<file path="config.mk">
export PLATFORM = sky130hd
export DESIGN_NAME = lpht_ctrl
export DESIGN_NICKNAME = d
export VERILOG_FILES = /design/src/rtl/lpht_pkg.sv /design/src/rtl/lpht_ctrl.sv
export SDC_FILE = /design/constraint.sdc
export NUM_CORES = 1
export LEC_CHECK = 0
export BUFFER_PORTS_ARGS = -buffer_cell sky130_fd_sc_hd__clkbuf_2
export CORE_UTILIZATION = 34
export CTS_CLUSTER_DIAMETER = 60
export DETAILED_ROUTE_END_ITERATION = 8
export PLACE_DENSITY = 0.67
export SETUP_SLACK_MARGIN = 0.02
export SLEW_MARGIN = 10
export SYNTH_ARGS = -nofsm -noshare
export SYNTH_HDL_FRONTEND = slang
export SYNTH_SLANG_ARGS = --single-unit
</file>
<file path="constraint.sdc">
create_clock -name clk -period 2.9 [get_ports clk]
set_input_delay 0.29 -clock clk [delete_from_list [all_inputs] [get_ports clk]]
set_output_delay 0.29 -clock clk [all_outputs]
set_load 0.05 [all_outputs]
</file>
<file path="src/rtl/lpht_pkg.sv">
// Shared constants, codes and controller/datapath interface types for the hash table.
`default_nettype none

package lpht_pkg;

    // Slot count; a power of two, so the home slot is the low address bits.
    localparam int SLOTS    = 256;
    localparam int IDX_W    = $clog2(SLOTS);
    localparam int CNT_W    = IDX_W + 1;

    localparam int ADDR_W   = 48;
    localparam int SIZE_W   = 32;
    localparam int LIMIT_W  = 9;
    localparam int COUNT_W  = 9;
    localparam int STATUS_W = 2;
    localparam int ENTRY_W  = ADDR_W + SIZE_W;
    localparam int CMP_W    = (CNT_W > LIMIT_W) ? CNT_W : LIMIT_W;

    localparam logic [LIMIT_W-1:0] LIMIT_RESET = LIMIT_W'(128);

    typedef enum logic
    {
        CMD_INSERT = 1'b0,
        CMD_REMOVE = 1'b1
    } op_t;

    typedef enum logic [STATUS_W-1:0]
    {
        STATUS_OK        = 2'd0,
        STATUS_LIMIT     = 2'd1,
        STATUS_NOT_FOUND = 2'd2
    } status_t;

    // Controller to datapath
    typedef struct packed
    {
        logic load;       // capture transaction, start at home slot
        logic refuse;     // insert refused at load limit
        logic ins_step;   // insert: move to next slot
        logic ins_write;  // insert: store entry in free slot
        logic rd_probe;   // remove: read slot under probe
        logic probe_adv;  // remove: move to next slot
        logic miss;       // remove: key absent
        logic hit;        // remove: key found, open hole
        logic sh_rd;      // shift: read slot after scan pointer
        logic sh_move;    // shift: move read entry into hole
        logic free;       // release hole slot
        logic emit;       // load result register
    } lpht_cmd_t;

    // Datapath to controller
    typedef struct packed
    {
        logic is_remove;
        logic at_limit;
        logic used_cur;
        logic used_next;
        logic probe_end;
        logic key_match;
        logic stays;
    } lpht_stat_t;

endpackage

`default_nettype wire

</file>
<file path="src/rtl/lpht_ctrl.sv">
// Controller: sequences insert probe, remove probe, backward shift and result hand-off.
`default_nettype none

module lpht_ctrl import lpht_pkg::*; (
    input  wire logic       clk,
    input  wire logic       rst_n,
    input  wire logic       in_valid,
    output logic            in_stall,
    output logic            out_valid,
    input  wire logic       out_stall,
    input  wire lpht_stat_t stat,
    output lpht_cmd_t       cmd
);

    typedef enum logic [8:0]
    {
        S_IDLE     = 9'b000000001,
        S_DISPATCH = 9'b000000010,
        S_INSERT   = 9'b000000100,
        S_RM_READ  = 9'b000001000,
        S_RM_CMP   = 9'b000010000,
        S_SH_READ  = 9'b000100000,
        S_SH_CMP   = 9'b001000000,
        S_FREE     = 9'b010000000,
        S_FINISH   = 9'b100000000
    } state_t;

    state_t state_reg;
    state_t state_next;
    logic   out_valid_reg;
    logic   out_valid_next;
    logic   out_free;

    always_comb
    begin
        cmd        = '0;
        state_next = state_reg;
        in_stall   = 1'b1;
        out_free   = !out_valid_reg || !out_stall;

        case (state_reg)
            S_IDLE:
            begin
                in_stall = 1'b0;
                if (in_valid)
                begin
                    cmd.load   = 1'b1;
                    state_next = S_DISPATCH;
                end
            end
            S_DISPATCH:
            begin
                if (stat.is_remove)
                begin
                    state_next = S_RM_READ;
                end
                else if (stat.at_limit)
                begin
                    cmd.refuse = 1'b1;
                    state_next = S_FINISH;
                end
                else
                begin
                    state_next = S_INSERT;
                end
            end
            S_INSERT:
            begin
                if (stat.used_cur && !stat.probe_end)
                begin
                    cmd.ins_step = 1'b1;
                end
                else
                begin
                    cmd.ins_write = 1'b1;
                    state_next    = S_FINISH;
                end
            end
            S_RM_READ:
            begin
                if (stat.probe_end || !stat.used_cur)
                begin
                    cmd.miss   = 1'b1;
                    state_next = S_FINISH;
                end
                else
                begin
                    cmd.rd_probe = 1'b1;
                    state_next   = S_RM_CMP;
                end
            end
            S_RM_CMP:
            begin
                if (stat.key_match)
                begin
                    cmd.hit    = 1'b1;
                    state_next = S_SH_READ;
                end
                else
                begin
                    cmd.probe_adv = 1'b1;
                    state_next    = S_RM_READ;
                end
            end
            S_SH_READ:
            begin
                if (stat.probe_end || !stat.used_next)
                begin
                    state_next = S_FREE;
                end
                else
                begin
                    cmd.sh_rd  = 1'b1;
                    state_next = S_SH_CMP;
                end
            end
            S_SH_CMP:
            begin
                cmd.sh_move = !stat.stays;
                state_next  = S_SH_READ;
            end
            S_FREE:
            begin
                cmd.free   = 1'b1;
                state_next = S_FINISH;
            end
            S_FINISH:
            begin
                if (out_free)
                begin
                    cmd.emit   = 1'b1;
                    state_next = S_IDLE;
                end
            end
            default:
            begin
                state_next = S_IDLE;
            end
        endcase

        if (cmd.emit)
        begin
            out_valid_next = 1'b1;
        end
        else if (!out_stall)
        begin
            out_valid_next = 1'b0;
        end
        else
        begin
            out_valid_next = out_valid_reg;
        end
    end

    always_ff @(posedge clk or negedge rst_n)
    begin
        if (!rst_n)
        begin
            state_reg     <= S_IDLE;
            out_valid_reg <= 1'b0;
        end
        else
        begin
            state_reg     <= state_next;
            out_valid_reg <= out_valid_next;
        end
    end

    assign out_valid = out_valid_reg;

    a_emit_when_free: assert property (@(posedge clk) disable iff (!rst_n)
        cmd.emit |-> (!out_valid_reg || !out_stall))
        else $error("result overwrites an untaken result");

    a_load_only_idle: assert property (@(posedge clk) disable iff (!rst_n)
        cmd.load |-> (state_reg == S_IDLE))
        else $error("transaction captured outside idle");

    a_hit_after_read: assert property (@(posedge clk) disable iff (!rst_n)
        cmd.hit |-> $past(cmd.rd_probe))
        else $error("key compared without a slot read");

    a_move_after_read: assert property (@(posedge clk) disable iff (!rst_n)
        cmd.sh_move |-> $past(cmd.sh_rd))
        else $error("shift moves an entry that was not read");

endmodule

`default_nettype wire

</file>
# [Word level (Yosys, flattened, before mapping)]
# Index checks and enable logic that the tools add are counted.
[totals] output_inout_bits=14 word_cells=60 ramBits=0 n_memories=0 latchBits=0 in_bits=11 regBits=10 rom_bits=0
[classes] eq_ne=13 n_mul=0 n_addsub=0 bitwise_logic=0 n_div=0 shift=0 n_lt_le_gt_ge=0 reduce_logical=11 mux=34
[ops] operator="9-bit one-hot mux with 9 select lines" n=1
[ops] operator="9-bit two-way mux" n=6
[ops] operator="1-bit two-way mux" n=24
[ops] operator="9-bit by 1-bit equality test with 1-bit output (second input constant)" n=1
[ops] operator="9-bit by 2-bit equality test with 1-bit output (second input constant)" n=1
[ops] operator="9-bit by 3-bit equality test with 1-bit output (second input constant)" n=1
[ops] operator="9-bit by 4-bit equality test with 1-bit output (second input constant)" n=1
[ops] operator="9-bit by 5-bit equality test with 1-bit output (second input constant)" n=1
[ops] operator="9-bit by 6-bit equality test with 1-bit output (second input constant)" n=1
[ops] operator="9-bit by 7-bit equality test with 1-bit output (second input constant)" n=1
[ops] operator="9-bit by 8-bit equality test with 1-bit output (second input constant)" n=1
[ops] operator="9-bit equality test (second input constant)" n=1
[ops] operator="8-bit two-way mux" n=1
[ops] operator="1-bit zero test" n=6
[ops] operator="6-bit two-way mux" n=1
[ops] operator="2-bit != test (second input constant)" n=3
[ops] operator="1-bit logical OR" n=3
[ops] operator="3-bit AND reduction" n=1
[ops] operator="2-bit two-way mux" n=1
[ops] operator="2-bit by 1-bit != test with 1-bit output (second input constant)" n=1
[ops] operator="1-bit logical AND" n=1

# [Depth between registers and ports, before layout]
[logic_depth] ltp_word=5 depth_mapped=4 depth_no_buf=4

# [Least setup slack after synthesis]
# No wires, ideal clock.
[synth_timing] path_type="reg-to-output" start="register state_reg[3]" end="output port cmd[3] in the netlist's numbering" t_required_ps=2610 setup_slack_ps=228 arrival_ps=2382 stages_incl_launch_ff=5 cell_sequence="dfrtp_1 -> or4_4 -> nor2_1 -> nand3_1 -> nor3b_1"
[synth_rtl] item="start, declared" line_no="lpht_ctrl.sv:28" text="state_t state_reg;"
[synth_rtl] item="start signal, assigned" line_no="lpht_ctrl.sv:164" text="state_reg <= state_next;"
[synth_rtl] item="end, declared" line_no="lpht_ctrl.sv:12" text="output lpht_cmd_t cmd"

==> results.sh <==
export IMPL_outcome="completed"
export IMPL_io_pins=25
export IMPL_num_rows=15
export IMPL_vias=660
export IMPL_layout_nets=111
export IMPL_antenna_cells=0
export IMPL_fin_crit_sh_pct=83.81
export IMPL_stdcell_count=124
export IMPL_crit_path_start_kind="flop"
export IMPL_cts_buffer_depth=2
export IMPL_setup_slack_ns=0.4696
export IMPL_drt_total_wl_mm=1.619
export IMPL_worstPathArrival_ns=2.14
export IMPL_portBuffers=24
export IMPL_synth_most_common_cell="dfrtp_1"
export IMPL_area_growth_pct=28.15
export IMPL_grt_ovfl_total=0
export IMPL_dr_pass1_iters=4
export IMPL_postRouteAntennaNets=0
export IMPL_finalClockSkew_ns=0.001744
export IMPL_slew_headroom_pct=65.46
export IMPL_dp_slack_ns=0.7560
export IMPL_core_area_um2=1802
export IMPL_netlist_area_leader_share_pct=33.33
export IMPL_hold_viol=0
export IMPL_drv_cap=0
export IMPL_grt_max_degree=11
export IMPL_tritoncts="yes"
export IMPL_htree_levels=1
export IMPL_hold_path_class="in -> reg"
export IMPL_cts_sinks=10
export IMPL_post_cts_repair_setup_buffers=0
export IMPL_path_clk_slew_ns=0.07
export IMPL_netlist_top_cells_count="dfrtp_1 (9), nor2_1 (8), nand2_1 (5)"
export IMPL_place_area_um2=819.5
export IMPL_vias_per_cell=5.323
export IMPL_postLayoutCellArea_um2=865.8
export IMPL_period_minus_slack_ns=2.430
export IMPL_finalSetupViolCount=0
export IMPL_gp_routability_congestion=0.8900
export IMPL_grt_pass1_vias=605
export IMPL_ys_warn_count=0
export IMPL_synth_distinct_cells=35
export IMPL_drc=0
export IMPL_rsz0062_at_grt="no"
export IMPL_drive_above_1_share_pct=39.39
export IMPL_antenna_found_initial=0
export IMPL_finalMaxSlewViolations=0
export IMPL_powerDensity_nw_per_um2=734.2
export IMPL_synth_top_area_cell="dfrtp_1"
export IMPL_wl_per_cell_um=13.06
export IMPL_floorplan_initialDensity_pct=37.50
export IMPL_holdPathStages=2
export IMPL_clk_latency_ns=0.26
export IMPL_die_h_um=46.58
export IMPL_place_inst=119
export IMPL_path_max_fanout=6
export IMPL_first_iter_violations=8
export IMPL_critPathCaptureType="output pin"
export IMPL_synth_seq_cells=10
export IMPL_synth_area_leaders="dfrtp_1 (33%), or4b_1 (5.9%), nor2_1 (4.4%)"
export IMPL_worstRegToRegCells=4
export IMPL_fmax_mhz=411.5
export IMPL_holdWs_ns=0.2085
export IMPL_worst_slew_pin_slew_ns=0.5141
export IMPL_synth_area_per_cell_um2=9.516
export IMPL_p_leak_nw=0.4615
export IMPL_grt_first_pass_wirelength_mm=2.601
export IMPL_hpwl_mm=1.313
export IMPL_synth_edf_count=0
export IMPL_largest_reg_flops=9
export IMPL_async_flop_share_pct=100.0
export IMPL_fin_tns_setup_ns=0
export IMPL_worstSetupPathType="reg -> out"
export IMPL_ys_seq_area_share_pct=37.22
export IMPL_clockRootBuffer="clkbuf_4"
export IMPL_track_usage_pct=17.72
export IMPL_ir_drop_mv=0.3970
export IMPL_die_area_um2=2170
export IMPL_syn_inst=71
export IMPL_cts_buffers=3
export IMPL_syn_area_um2=675.6
export IMPL_cp_data_required_time_ns=2.61
export IMPL_synth_nets=82
export IMPL_die_w_um=46.58
export IMPL_synth_top_flop_cell="dfrtp_1"
==> critical path, cell delays in order (launching register included) <==
cell and delay, ns:
dfrtp_1 0.44, or4_4 0.59, nor4_2 0.34, and2_2 0.23, clkbuf_2 0.28
==> cell families after synthesis <==
family,share of synthesized area (%)
xor gates and xnor gates,2.593
AOI/OAI and AO/OA,9.629
buffers and inverters,2.778
and+or+nand+nor,47.78
DFF,37.22
==> metrics by stage <==
stage / power, mW / utilization (%)
2_1_floorplan: 0.4392 / -
3_5_place_dp: 0.5078 / 45.49
5_1_grt: 0.6711 / 48.06
6_report: 0.6357 / 48.06
3_3_place_gp: 0.5038 / 45.49
4_1_cts: 0.6365 / 48.06
==> timing repair <==
item / in CTS / in global routing
gates resized for setup: 0 / 0
hold endpoints to repair: 9 / 0
hold buffers: 1 / 0
==> power breakdown <==
part / internal [mW] / switching [mW] / total (mW)
Sequential: 0.165 / 0.0316 / 0.197
Combinational: 0.117 / 0.193 / 0.310
Clock: 0.0762 / 0.0527 / 0.129
==> placed cells by master, fill, tap and decap left out, types with 2 or more instances in the layout <==
cell type,instances
nor3b_1,2
dfrtp_1,9
nand3_1,2
and2_2,3
nand2_1,5
nand2b_1,2
nor3_1,4
clkbuf_2,24
a21o_1,2
nor2_1,8
nor2b_1,2
a21oi_1,2
or4b_1,4
and4b_1,2
inv_1,3
clkbuf_4,3
==> layout make-up <==
| type | count | area [µm²] |
|---|---|---|
| tap | 25 | 31.28 |
| sequential | 10 | 251.5 |
| fill | 180 | 935.9 |
| multi-input combinational | 57 | 405.4 |
| inverter | 3 | 11.26 |
| timing repair buffer | 25 | 130.1 |
| clock buffer | 4 | 36.28 |
==> path summary, 6_finish.rpt <==
| path | start | end | slack [ns] |
|---|---|---|---|
| setup reg to reg | state_reg[3] | state_reg[8] | 1.13 |
| hold / removal | stat[2] | state_reg[6] | 0.21 |
| setup / recovery | state_reg[3] | cmd[10] | 0.47 |
| hold reg to reg | out_valid | out_valid | 0.54 |
| max in group asynchronous | rst_n | state_reg[0] | 2.21 |
| min in group asynchronous | rst_n | state_reg[3] | 0.42 |
==> per-layer routing <==
metal | part of all wire [%] | wire [µm] | up-vias | GRT usage [%]
met5 | 0 | 0 | - | 0
li1 | - | - | 319 | -
met2 | 51 | 823 | 25 | 29.17
met4 | 2.1 | 34 | 0 | 9.412
met1 | 42 | 675 | 312 | 20.91
met3 | 5.3 | 86 | 4 | 4.314
No activity file was read; power rests on OpenSTA's default activity.
